[src/hw/rtl/md5_pkg.sv]
// ============================================================================
// MD5 stream hasher package
// Shared constants, types and round tables for the MD5 controller and datapath.
// ============================================================================
package md5_pkg;

    localparam logic [31:0] INIT_A = 32'h67452301;
    localparam logic [31:0] INIT_B = 32'hefcdab89;
    localparam logic [31:0] INIT_C = 32'h98badcfe;
    localparam logic [31:0] INIT_D = 32'h10325476;
    localparam logic [31:0] PAD_BYTE = 32'h00000080;

    // Block store write source selection.
    typedef enum logic [1:0] {
        WSEL_DATA = 2'd0,
        WSEL_PAD  = 2'd1,
        WSEL_ZERO = 2'd2,
        WSEL_LEN  = 2'd3
    } wsel_t;

    // Commands from the controller to the datapath.
    typedef struct packed {
        logic       store_wr;
        logic [3:0] store_addr;
        wsel_t      store_sel;
        logic       len_hi;
        logic       cnt_add;
        logic       round_start;
        logic       round_step;
        logic       round_done;
        logic       chain_init;
    } md5_cmd_t;

    // Status from the datapath to the controller.
    typedef struct packed {
        logic [3:0] word_idx;
        logic [5:0] round_idx;
    } md5_stat_t;

    function automatic logic [31:0] round_k(input logic [5:0] i);
        logic [31:0] k;
        begin
            case (i)
                6'd0: k = 32'hd76aa478; 6'd1: k = 32'he8c7b756; 6'd2: k = 32'h242070db;
                6'd3: k = 32'hc1bdceee; 6'd4: k = 32'hf57c0faf; 6'd5: k = 32'h4787c62a;
                6'd6: k = 32'ha8304613; 6'd7: k = 32'hfd469501; 6'd8: k = 32'h698098d8;
                6'd9: k = 32'h8b44f7af; 6'd10: k = 32'hffff5bb1; 6'd11: k = 32'h895cd7be;
                6'd12: k = 32'h6b901122; 6'd13: k = 32'hfd987193; 6'd14: k = 32'ha679438e;
                6'd15: k = 32'h49b40821; 6'd16: k = 32'hf61e2562; 6'd17: k = 32'hc040b340;
                6'd18: k = 32'h265e5a51; 6'd19: k = 32'he9b6c7aa; 6'd20: k = 32'hd62f105d;
                6'd21: k = 32'h02441453; 6'd22: k = 32'hd8a1e681; 6'd23: k = 32'he7d3fbc8;
                6'd24: k = 32'h21e1cde6; 6'd25: k = 32'hc33707d6; 6'd26: k = 32'hf4d50d87;
                6'd27: k = 32'h455a14ed; 6'd28: k = 32'ha9e3e905; 6'd29: k = 32'hfcefa3f8;
                6'd30: k = 32'h676f02d9; 6'd31: k = 32'h8d2a4c8a; 6'd32: k = 32'hfffa3942;
                6'd33: k = 32'h8771f681; 6'd34: k = 32'h6d9d6122; 6'd35: k = 32'hfde5380c;
                6'd36: k = 32'ha4beea44; 6'd37: k = 32'h4bdecfa9; 6'd38: k = 32'hf6bb4b60;
                6'd39: k = 32'hbebfbc70; 6'd40: k = 32'h289b7ec6; 6'd41: k = 32'heaa127fa;
                6'd42: k = 32'hd4ef3085; 6'd43: k = 32'h04881d05; 6'd44: k = 32'hd9d4d039;
                6'd45: k = 32'he6db99e5; 6'd46: k = 32'h1fa27cf8; 6'd47: k = 32'hc4ac5665;
                6'd48: k = 32'hf4292244; 6'd49: k = 32'h432aff97; 6'd50: k = 32'hab9423a7;
                6'd51: k = 32'hfc93a039; 6'd52: k = 32'h655b59c3; 6'd53: k = 32'h8f0ccc92;
                6'd54: k = 32'hffeff47d; 6'd55: k = 32'h85845dd1; 6'd56: k = 32'h6fa87e4f;
                6'd57: k = 32'hfe2ce6e0; 6'd58: k = 32'ha3014314; 6'd59: k = 32'h4e0811a1;
                6'd60: k = 32'hf7537e82; 6'd61: k = 32'hbd3af235; 6'd62: k = 32'h2ad7d2bb;
                default: k = 32'heb86d391;
            endcase
            return k;
        end
    endfunction

    function automatic logic [4:0] round_s(input logic [5:0] i);
        logic [4:0] s;
        begin
            case ({i[5:4], i[1:0]})
                4'd0: s = 5'd7;  4'd1: s = 5'd12; 4'd2: s = 5'd17; 4'd3: s = 5'd22;
                4'd4: s = 5'd5;  4'd5: s = 5'd9;  4'd6: s = 5'd14; 4'd7: s = 5'd20;
                4'd8: s = 5'd4;  4'd9: s = 5'd11; 4'd10: s = 5'd16; 4'd11: s = 5'd23;
                4'd12: s = 5'd6; 4'd13: s = 5'd10; 4'd14: s = 5'd15; default: s = 5'd21;
            endcase
            return s;
        end
    endfunction

    // Message word index used by a round.
    function automatic logic [3:0] round_g(input logic [5:0] i);
        logic [3:0] g;
        begin
            case (i[5:4])
                2'd0: g = i[3:0];
                2'd1: g = 4'((5 * i[3:0]) + 1);
                2'd2: g = 4'((3 * i[3:0]) + 5);
                default: g = 4'(7 * i[3:0]);
            endcase
            return g;
        end
    endfunction

endpackage

[src/hw/rtl/md5_if.sv]
// ============================================================================
// MD5 stream interfaces
// Valid/ready channels for message input and digest output.
// ============================================================================
interface md5_in_if;
    logic        valid;
    logic        ready;
    logic [31:0] data_word;
    logic [2:0]  byte_count;
    logic        last_of_message;
    modport source (output valid, data_word, byte_count, last_of_message, input ready);
    modport sink (input valid, data_word, byte_count, last_of_message, output ready);
endinterface

interface md5_out_if;
    logic        valid;
    logic        ready;
    logic [31:0] digest_word;
    logic [1:0]  word_index;
    logic        last_word;
    modport source (output valid, digest_word, word_index, last_word, input ready);
    modport sink (input valid, digest_word, word_index, last_word, output ready);
endinterface

[src/hw/rtl/md5_datapath.sv]
// ============================================================================
// MD5 datapath
// Block store, byte counter, chaining words and the one-round-per-cycle unit.
// ============================================================================
module md5_datapath (
    input  logic                clk,
    input  logic                rst_n,
    input  md5_pkg::md5_cmd_t   cmd,
    output md5_pkg::md5_stat_t  stat,
    input  logic [31:0]         data_word,
    input  logic [2:0]          byte_count,
    input  logic                last_of_message,
    input  logic [1:0]          out_sel,
    output logic [31:0]         chain_word
);

    logic [31:0] store_mem [16];
    logic [60:0] bytes_reg, bytes_next;
    logic [5:0]  round_reg;
    logic [31:0] a_reg, b_reg, c_reg, d_reg;
    logic [31:0] ca_reg, cb_reg, cc_reg, cd_reg;
    logic [31:0] mword_reg;
    logic [2:0]  cnt;
    logic [31:0] masked;
    logic [31:0] wdata;
    logic [63:0] bits;
    logic [31:0] f, t, rot;
    logic [5:0]  rnext;

    // Effective byte count of this item, saturated to four.
    assign cnt = (!last_of_message || byte_count > 3'd4) ? 3'd4 : byte_count;

    // Keep the valid bytes and, when fewer than four are valid, place the pad byte just after them.
    always_comb
    begin
        case (cnt)
            3'd0: masked = md5_pkg::PAD_BYTE;
            3'd1: masked = {16'h0, 8'h80, data_word[7:0]};
            3'd2: masked = {8'h0, 8'h80, data_word[15:0]};
            3'd3: masked = {8'h80, data_word[23:0]};
            default: masked = data_word;
        endcase
    end

    assign bits = {bytes_reg, 3'b000};

    always_comb
    begin
        case (cmd.store_sel)
            md5_pkg::WSEL_DATA: wdata = masked;
            md5_pkg::WSEL_PAD:  wdata = md5_pkg::PAD_BYTE;
            md5_pkg::WSEL_ZERO: wdata = 32'h0;
            default:            wdata = cmd.len_hi ? bits[63:32] : bits[31:0];
        endcase
    end

    assign bytes_next = bytes_reg + 61'(cnt);

    // Byte counter.
    always_ff @(posedge clk or negedge rst_n)
    begin
        if (!rst_n)
            bytes_reg <= '0;
        else if (cmd.chain_init)
            bytes_reg <= '0;
        else if (cmd.cnt_add)
            bytes_reg <= bytes_next;
    end

    // Round index for the next cycle; the operand is fetched one round ahead.
    assign rnext = cmd.round_start ? 6'd0 : 6'(round_reg + 6'd1);

    // Block store with registered read.
    always_ff @(posedge clk)
    begin
        if (cmd.store_wr)
            store_mem[cmd.store_addr] <= wdata;
        mword_reg <= store_mem[md5_pkg::round_g(rnext)];
    end

    // One MD5 round.
    always_comb
    begin
        case (round_reg[5:4])
            2'd0: f = d_reg ^ (b_reg & (c_reg ^ d_reg));
            2'd1: f = c_reg ^ (d_reg & (b_reg ^ c_reg));
            2'd2: f = b_reg ^ c_reg ^ d_reg;
            default: f = c_reg ^ (b_reg | ~d_reg);
        endcase
        t = a_reg + f + mword_reg + md5_pkg::round_k(round_reg);
        rot = (t << md5_pkg::round_s(round_reg)) |
              (t >> (6'd32 - {1'b0, md5_pkg::round_s(round_reg)}));
    end

    // Round registers; load happens in the cycle before round zero.
    always_ff @(posedge clk or negedge rst_n)
    begin
        if (!rst_n)
            round_reg <= '0;
        else if (cmd.round_start || cmd.round_step)
            round_reg <= rnext;
    end

    always_ff @(posedge clk)
    begin
        if (cmd.round_start)
        begin
            a_reg <= ca_reg; b_reg <= cb_reg; c_reg <= cc_reg; d_reg <= cd_reg;
        end
        else if (cmd.round_step)
        begin
            a_reg <= d_reg; d_reg <= c_reg; c_reg <= b_reg; b_reg <= b_reg + rot;
        end
    end

    // Chaining words.
    always_ff @(posedge clk or negedge rst_n)
    begin
        if (!rst_n)
        begin
            ca_reg <= md5_pkg::INIT_A; cb_reg <= md5_pkg::INIT_B;
            cc_reg <= md5_pkg::INIT_C; cd_reg <= md5_pkg::INIT_D;
        end
        else if (cmd.chain_init)
        begin
            ca_reg <= md5_pkg::INIT_A; cb_reg <= md5_pkg::INIT_B;
            cc_reg <= md5_pkg::INIT_C; cd_reg <= md5_pkg::INIT_D;
        end
        else if (cmd.round_done)
        begin
            ca_reg <= ca_reg + a_reg; cb_reg <= cb_reg + b_reg;
            cc_reg <= cc_reg + c_reg; cd_reg <= cd_reg + d_reg;
        end
    end

    always_comb
    begin
        case (out_sel)
            2'd0: chain_word = ca_reg;
            2'd1: chain_word = cb_reg;
            2'd2: chain_word = cc_reg;
            default: chain_word = cd_reg;
        endcase
    end

    assign stat.word_idx = bytes_reg[5:2];
    assign stat.round_idx = round_reg;

endmodule

[src/hw/rtl/md5_ctrl.sv]
// ============================================================================
// MD5 controller
// Sequences word intake, padding, the 64 rounds and digest output.
// ============================================================================
module md5_ctrl (
    input  logic               clk,
    input  logic               rst_n,
    input  logic               in_valid,
    output logic               in_ready,
    input  logic [2:0]         byte_count,
    input  logic               last_of_message,
    output logic               out_valid,
    input  logic               out_ready,
    output logic [1:0]         out_sel,
    output md5_pkg::md5_cmd_t  cmd,
    input  md5_pkg::md5_stat_t stat
);

    typedef enum logic [5:0] {
        ST_IDLE  = 6'b000001,
        ST_PAD   = 6'b000010,
        ST_LOAD  = 6'b000100,
        ST_ROUND = 6'b001000,
        ST_ADD   = 6'b010000,
        ST_OUT   = 6'b100000
    } state_t;

    state_t      state_reg, state_next;
    logic [3:0]  ptr_reg, ptr_next;      // next store slot during padding
    logic        padded_reg, padded_next; // pad byte already placed
    logic        final_reg, final_next;  // the running block is the last
    logic        msg_reg, msg_next;      // last item of the message taken
    logic [1:0]  osel_reg, osel_next;
    logic        take;

    assign in_ready = (state_reg == ST_IDLE);
    assign take = in_valid && in_ready;
    assign out_valid = (state_reg == ST_OUT);
    assign out_sel = osel_reg;

    // Next-state and command logic.
    always_comb
    begin
        state_next = state_reg;
        ptr_next = ptr_reg;
        padded_next = padded_reg;
        final_next = final_reg;
        osel_next = osel_reg;
        cmd = '0;
        cmd.store_sel = md5_pkg::WSEL_DATA;
        cmd.store_addr = ptr_reg;
        case (state_reg)
            ST_IDLE:
            begin
                cmd.store_addr = stat.word_idx;
                if (take)
                begin
                    cmd.store_wr = 1'b1;
                    cmd.cnt_add = 1'b1;
                    ptr_next = 4'(stat.word_idx + 4'd1);
                    // A short last word below slot 14 leaves room for the length.
                    final_next = last_of_message && (byte_count < 3'd4) &&
                                 (stat.word_idx <= 4'd13);
                    padded_next = !(last_of_message && byte_count >= 3'd4);
                    if (!last_of_message)
                    begin
                        if (stat.word_idx == 4'd15)
                            state_next = ST_LOAD;
                    end
                    else if (stat.word_idx == 4'd15)
                        state_next = ST_LOAD;
                    else
                        state_next = ST_PAD;
                end
            end
            ST_PAD:
            begin
                cmd.store_wr = 1'b1;
                ptr_next = 4'(ptr_reg + 4'd1);
                if (!padded_reg)
                begin
                    cmd.store_sel = md5_pkg::WSEL_PAD;
                    padded_next = 1'b1;
                end
                else if (ptr_reg >= 4'd14 && (ptr_reg != 4'd15 || !final_reg) &&
                         ptr_reg == 4'd14 && final_reg)
                    cmd.store_sel = md5_pkg::WSEL_LEN;
                else
                    cmd.store_sel = md5_pkg::WSEL_ZERO;
                // Length words go into slots 14 and 15 once the pad fits.
                if (padded_reg && final_reg && ptr_reg >= 4'd14)
                begin
                    cmd.store_sel = md5_pkg::WSEL_LEN;
                    cmd.len_hi = ptr_reg[0];
                end
                if (ptr_reg == 4'd15)
                    state_next = ST_LOAD;
                else if (!padded_reg && ptr_reg == 4'd14)
                    final_next = 1'b0;
                // Decide whether this block can hold the length.
                if (ptr_reg == 4'd13 || (!padded_reg && ptr_reg <= 4'd13))
                    final_next = 1'b1;
                if (ptr_reg == 4'd15 && !final_reg)
                    final_next = 1'b0;
            end
            ST_LOAD:
            begin
                cmd.round_start = 1'b1;
                state_next = ST_ROUND;
            end
            ST_ROUND:
            begin
                cmd.round_step = 1'b1;
                if (stat.round_idx == 6'd63)
                    state_next = ST_ADD;
            end
            ST_ADD:
            begin
                cmd.round_done = 1'b1;
                if (final_reg)
                begin
                    state_next = ST_OUT;
                    osel_next = 2'd0;
                end
                else if (padded_reg && ptr_reg == 4'd0 && !msg_reg)
                    state_next = ST_IDLE;
                else
                begin
                    // Last message block still needs padding or length.
                    state_next = ST_PAD;
                    final_next = 1'b1;
                end
            end
            ST_OUT:
            begin
                if (out_ready)
                begin
                    osel_next = 2'(osel_reg + 2'd1);
                    if (osel_reg == 2'd3)
                    begin
                        cmd.chain_init = 1'b1;
                        state_next = ST_IDLE;
                    end
                end
            end
            default:
                state_next = ST_IDLE;
        endcase
    end

    // A message is in progress past its last item.
    always_comb
    begin
        msg_next = msg_reg;
        if (take)
            msg_next = last_of_message;
        else if (state_reg == ST_OUT && out_ready && osel_reg == 2'd3)
            msg_next = 1'b0;
    end

    always_ff @(posedge clk or negedge rst_n)
    begin
        if (!rst_n)
        begin
            state_reg <= ST_IDLE;
            ptr_reg <= '0;
            padded_reg <= 1'b0;
            final_reg <= 1'b0;
            osel_reg <= '0;
            msg_reg <= 1'b0;
        end
        else
        begin
            state_reg <= state_next;
            ptr_reg <= ptr_next;
            padded_reg <= padded_next;
            final_reg <= final_next;
            osel_reg <= osel_next;
            msg_reg <= msg_next;
        end
    end

`ifndef SYNTHESIS
    a_out_after_add: assert property (@(posedge clk) disable iff (!rst_n)
        $rose(state_reg == ST_OUT) |-> $past(state_reg == ST_ADD))
        else $error("digest output without a finished block");
    a_round_count: assert property (@(posedge clk) disable iff (!rst_n)
        (state_reg == ST_ADD) |-> (stat.round_idx == 6'd0 || stat.round_idx == 6'd63))
        else $error("round counter out of step");
    a_no_take_busy: assert property (@(posedge clk) disable iff (!rst_n)
        (state_reg != ST_IDLE) |-> !in_ready)
        else $error("input accepted while busy");
`endif

endmodule

[src/hw/rtl/md5_stream_hasher.sv]
// ============================================================================
// MD5 stream hasher
// Byte-stream MD5 digest engine with message padding and digest output.
// ============================================================================
// Takes a message as 32-bit little-endian words, four bytes per transaction
// except on the last, and emits the four digest words a, b, c, d after it.
// The sixteenth word of a block starts compression: a load, the 64 rounds
// (one round per cycle from the registered-read block store) and the
// chaining add. The last word adds padding writes and one or two
// compressions, then four output transactions. No new input is taken
// until the digest is out.
module md5_stream_hasher (
    input logic clk,
    input logic rst_n,
    md5_in_if.sink    in_ch,
    md5_out_if.source out_ch
);

    md5_pkg::md5_cmd_t  cmd;
    md5_pkg::md5_stat_t stat;
    logic [1:0]         out_sel;

    md5_ctrl u_ctrl (
        .clk             (clk),
        .rst_n           (rst_n),
        .in_valid        (in_ch.valid),
        .in_ready        (in_ch.ready),
        .byte_count      (in_ch.byte_count),
        .last_of_message (in_ch.last_of_message),
        .out_valid       (out_ch.valid),
        .out_ready       (out_ch.ready),
        .out_sel         (out_sel),
        .cmd             (cmd),
        .stat            (stat)
    );

    md5_datapath u_dp (
        .clk             (clk),
        .rst_n           (rst_n),
        .cmd             (cmd),
        .stat            (stat),
        .data_word       (in_ch.data_word),
        .byte_count      (in_ch.byte_count),
        .last_of_message (in_ch.last_of_message),
        .out_sel         (out_sel),
        .chain_word      (out_ch.digest_word)
    );

    assign out_ch.word_index = out_sel;
    assign out_ch.last_word = (out_sel == 2'd3);

endmodule
[src/flat_wrapper.sv]
// flat-port wrapper written by rule: the top's interface ports become plain ports
module md5_stream_hasher_flat 
  (clk, rst_n, in_ch_valid, in_ch_data_word, in_ch_byte_count, in_ch_last_of_message, in_ch_ready, out_ch_valid, out_ch_digest_word, out_ch_word_index, out_ch_last_word, out_ch_ready);
  md5_in_if in_ch_i ();
  md5_out_if out_ch_i ();
  input logic clk;
  input logic rst_n;
  input wire logic [$bits(in_ch_i.valid)-1:0] in_ch_valid;
  input wire logic [$bits(in_ch_i.data_word)-1:0] in_ch_data_word;
  input wire logic [$bits(in_ch_i.byte_count)-1:0] in_ch_byte_count;
  input wire logic [$bits(in_ch_i.last_of_message)-1:0] in_ch_last_of_message;
  output wire logic [$bits(in_ch_i.ready)-1:0] in_ch_ready;
  output wire logic [$bits(out_ch_i.valid)-1:0] out_ch_valid;
  output wire logic [$bits(out_ch_i.digest_word)-1:0] out_ch_digest_word;
  output wire logic [$bits(out_ch_i.word_index)-1:0] out_ch_word_index;
  output wire logic [$bits(out_ch_i.last_word)-1:0] out_ch_last_word;
  input wire logic [$bits(out_ch_i.ready)-1:0] out_ch_ready;
  assign in_ch_i.valid = in_ch_valid;
  assign in_ch_i.data_word = in_ch_data_word;
  assign in_ch_i.byte_count = in_ch_byte_count;
  assign in_ch_i.last_of_message = in_ch_last_of_message;
  assign in_ch_ready = in_ch_i.ready;
  assign out_ch_valid = out_ch_i.valid;
  assign out_ch_digest_word = out_ch_i.digest_word;
  assign out_ch_word_index = out_ch_i.word_index;
  assign out_ch_last_word = out_ch_i.last_word;
  assign out_ch_i.ready = out_ch_ready;
  md5_stream_hasher u_core (.clk(clk), .rst_n(rst_n), .in_ch(in_ch_i), .out_ch(out_ch_i));
endmodule
[config.mk]
export PLATFORM = sky130hd
export DESIGN_NAME = md5_stream_hasher_flat
export DESIGN_NICKNAME = d
export VERILOG_FILES = /design/src/hw/rtl/md5_pkg.sv /design/src/hw/rtl/md5_if.sv /design/src/hw/rtl/md5_datapath.sv /design/src/hw/rtl/md5_ctrl.sv /design/src/hw/rtl/md5_stream_hasher.sv /design/src/flat_wrapper.sv
export SDC_FILE = /design/constraint.sdc
export NUM_CORES = 2
export LEC_CHECK = 0
export BUFFER_PORTS_ARGS = -buffer_cell sky130_fd_sc_hd__buf_2
export CORE_MARGIN = 2
export CORE_UTILIZATION = 50
export CTS_CLUSTER_SIZE = 30
export DETAILED_ROUTE_END_ITERATION = 8
export GPL_ROUTABILITY_DRIVEN = 1
export PLACE_DENSITY = 0.71
export RECOVER_POWER = 50
export SLEW_MARGIN = 10
export SYNTH_ARGS = -nofsm -noshare
export SYNTH_HDL_FRONTEND = slang
export SYNTH_HIERARCHICAL = 1
export SYNTH_SLANG_ARGS = --single-unit
[constraint.sdc]
create_clock -name clk -period 8.2 [get_ports clk]
set_input_delay 1.23 -clock clk [delete_from_list [all_inputs] [get_ports clk]]
set_output_delay 1.23 -clock clk [all_outputs]
set_load 0.02 [all_outputs]
==> summary by stage <==
Global routing
Summed over all layers, the global routing overflow is 0. The via count of the first global-routing pass came to 44.8k. The first global-routing pass estimated 279,000 µm of wire. The largest net degree at the start of global routing is 136.

For this run, the total global-route usage over all layers was measured as 31.6%. The number of antenna violations at the first check in global routing is 7.

STA
Counting I/O delays and the setup requirement, the final critical path takes 8.76 ns. Setup repair after global routing could not meet its margin everywhere. Headroom to the max-slew limit came out at -188%. Timing would allow up to 0.114 GHz. Setup violations remaining at the end of the flow were counted as 17. The final count of pins violating max slew is 156. At the pin with the least slew margin, the transition time is 4.32 ns.

The ratio of final minimum period to clock period is 107%. After layout, the worst setup slack is -0.557 ns. The setup skew after layout is 0.0696 ns. The final count of hold timing violations came to 0.

Placed design
After legalization and detailed placement, the total HPWL measured 131,000 µm. After detailed placement, the design holds a cell count of 7,122. The congestion estimate from routability-driven global placement came to 1.02. The number of buffers added on ports is 76.

Drt
The count of unresolved DRC violations after routing is 0. The via count of the routed design is 46.5k. For this block, the initial DRC count from the detailed router was 5,777.

The number of iterations in the first detailed-routing pass is 6. The wire length after detailed routing is 187,000 µm. The post-route antenna net violation count is 0. In the routed layout, each cell is associated on average with a via count of 6.32. After detailed routing, the average wire length per cell comes to 25.5 µm.

Clock network
The H-tree depth is 3. The total clock sinks is 882. The CTS tree is yes. Clock latency on the worst-skew pair, taken at its later pin, is 0.71 ns. Counting along the longest clock path gives a buffer depth of 3. The CTS buffer count is 89. The clock-pin transition on the worst setup and hold timing paths is 0.07 ns. The root buffer cell chosen for the clock tree is sky130_fd_sc_hd__clkbuf_16.

Worst setup path
The biggest fanout along the worst timing path is 5. The worst setup path is captured at a flop. For this design, the slowest cell found on the critical path is sky130_fd_sc_hd__fa_2. By startpoint and endpoint, the worst setup path is classified as reg -> reg. The element type at the critical path start is a flop. The largest stage delay on the critical path is 0.56 ns. The data arrival time of the critical path is 9.18 ns.

At the worst endpoint, the required time is 8.62 ns. Setup slack on the worst reg-to-reg path comes out at -0.56 ns.

Logic synthesis
The number of enable flip-flop cells after synthesis is 640. The mean instance size in the synthesized netlist is 10.9 µm². The count of distinct cell types in the synthesized netlist is 106.

Summing the sequential cell areas from Yosys gives 45.0% of the chip area. The share of async-settable or async-resettable flops after synthesis is 23.8%. The top cell type by total area after synthesis is sky130_fd_sc_hd__edfxtp_1. Yosys printed 6 warnings. The top-area cell type share of the netlist area is 34.3%.

Among all flip-flop cells after synthesis, the most frequent one is sky130_fd_sc_hd__edfxtp_1. Summing every instance area after synthesis gives 56,000 µm². The number of nets handed over by synthesis was 5,483.

By area the synthesized netlist is led by sky130_fd_sc_hd__edfxtp_1, sky130_fd_sc_hd__mux4_2, sky130_fd_sc_hd__dfrtp_1. The synthesized netlist cell count is 5,153. The number of synthesized register bits is 882. Sorting the synthesized cells by how often they occur yields sky130_fd_sc_hd__edfxtp_1, sky130_fd_sc_hd__nor2_1, sky130_fd_sc_hd__a21oi_1, sky130_fd_sc_hd__nand2_1, sky130_fd_sc_hd__o21ai_0. In the post-synthesis netlist, the cell with the most instances is sky130_fd_sc_hd__edfxtp_1.

Cells and area
The register with the most flip-flops in the layout has 512 of them. The count of cells in the finished layout, fillers not included, comes to 7,346. Relative to the synthesized area, the layout overhead comes to 20.7%. Cells with a size suffix above 1 make up 28.1% of the layout. The post-layout net count is 6,110.

Floorplanning
The standard cell core area is 111,000 µm². The initialized floorplan defines 122 standard-cell rows. 77 I/O pins were placed.

The floorplan die height is 339 µm. The die covers 115,000 µm². The initial standard-cell utilization of the core is 50.5%. The width of the die is 339 µm.

Run
The tool flagged a number of max-cap violations equal to 2.

Worst hold path
The tightest min-delay check is of the reg -> reg type.

Run status
The flow ran to the end, but the final reports show violations. The checks that failed: capacitance limit, slew limit, setup timing.
==> cell usage in the layout, fill, tap and decap left out, types with 58 or more instances in the layout <==
master and n:
sky130_fd_sc_hd__a211oi_1 118, sky130_fd_sc_hd__a21o_1 90, sky130_fd_sc_hd__a21oi_1 352, sky130_fd_sc_hd__buf_2 73, sky130_fd_sc_hd__buf_4 694, sky130_fd_sc_hd__clkbuf_16 93, sky130_fd_sc_hd__dfrtp_1 138, sky130_fd_sc_hd__dfstp_2 64
sky130_fd_sc_hd__edfxtp_1 640, sky130_fd_sc_hd__fa_1 62, sky130_fd_sc_hd__ha_1 191, sky130_fd_sc_hd__inv_1 188, sky130_fd_sc_hd__mux2_2 113, sky130_fd_sc_hd__mux2i_1 151, sky130_fd_sc_hd__mux4_2 174, sky130_fd_sc_hd__nand2_1 342
sky130_fd_sc_hd__nand3_1 104, sky130_fd_sc_hd__nor2_1 359, sky130_fd_sc_hd__nor2b_1 74, sky130_fd_sc_hd__nor3_1 81, sky130_fd_sc_hd__o211ai_1 74, sky130_fd_sc_hd__o21ai_0 281, sky130_fd_sc_hd__or2_2 58, sky130_fd_sc_hd__xnor2_1 132
sky130_fd_sc_hd__xor2_1 95
==> routing by layer <==
layer	vias to the layer above	track usage, %	wire [µm]
met4	6	12.8	8880
met1	22900	42.8	75100
met3	430	4.63	15800
met2	2403	51.4	87700
met5	-	0	41
li1	20700	-	-
==> logic make-up after synthesis <==
| family | synth area share [%] |
|---|---|
| adders and majority gates | 7.46 |
| and+or+nand+nor | 11.9 |
| xor gates and xnor gates | 3.71 |
| DFF | 45.0 |
| muxes | 12.1 |
| buffers and inverters | 3.48 |
| AOI/OAI and AO/OA | 16.4 |
==> final timing paths <==
path                                                from                         to  cells after the start
max in group asynchronous                          rst_n   u_core/u_ctrl/out_sel[1]                      1
worst max-delay path            u_core/u_dp/round_reg[4]      u_core/u_dp/b_reg[31]                     35
worst min-delay path               u_core/u_ctrl/msg_reg      u_core/u_ctrl/msg_reg                      2
min in group asynchronous                          rst_n  u_core/u_dp/bytes_reg[54]                      1
worst min register to register     u_core/u_ctrl/msg_reg      u_core/u_ctrl/msg_reg                      2
worst max register to register  u_core/u_dp/round_reg[4]      u_core/u_dp/b_reg[31]                     35
==> cell type report <==
class	instances	area, µm²
inverter	210	795
tap	1488	1860
sequential	882	25200
timing repair buffer	825	6410
multi-input combinational	3772	30200
fill	8834	43200
clock inverter	54	752
clock buffer	114	2380
antenna	1	2.50
==> timing repair <==
item,CTS,global route
setup buffers,31,26
endpoints found under the hold margin,0,0
setup endpoints to repair,20,23
resized for setup,118,185
hold buffers,0,0
cloned,0,4
pin swaps,74,99
==> metrics by stage <==
step | setup TNS [ns] | cell area (µm²) | hold WS (ns) | worst slack (ns) | util [%]
floorplan | 0 | 56100 | 0.487 | 0.000247 | -
CTS | -1.35 | 66600 | 0.520 | -0.338 | 60.1
finish | -3.03 | 67600 | 0.528 | -0.557 | 61.0
global placement | -6.50 | 62800 | 0.495 | -0.725 | 56.7
detailed placement | -7.88 | 62800 | 0.509 | -0.740 | 56.7
global route | -7.98 | 67600 | 0.569 | -0.805 | 61.0
==> critical path: cells and delay by family, from the launching register on <==
kind | cells | cell delay [ns]
AO/OA/AOI/OAI | 14 | 3.10
flip-flops | 1 | 0.54
buffers and inverters | 5 | 0.58
adder cells (fa/ha/maj) | 5 | 1.71
multiplexers | 1 | 0.48
AND/OR/NAND/NOR | 10 | 2.08
Power is not shown: default switching activity piles up to over one toggle a cycle in this logic, so the estimate is an artifact.
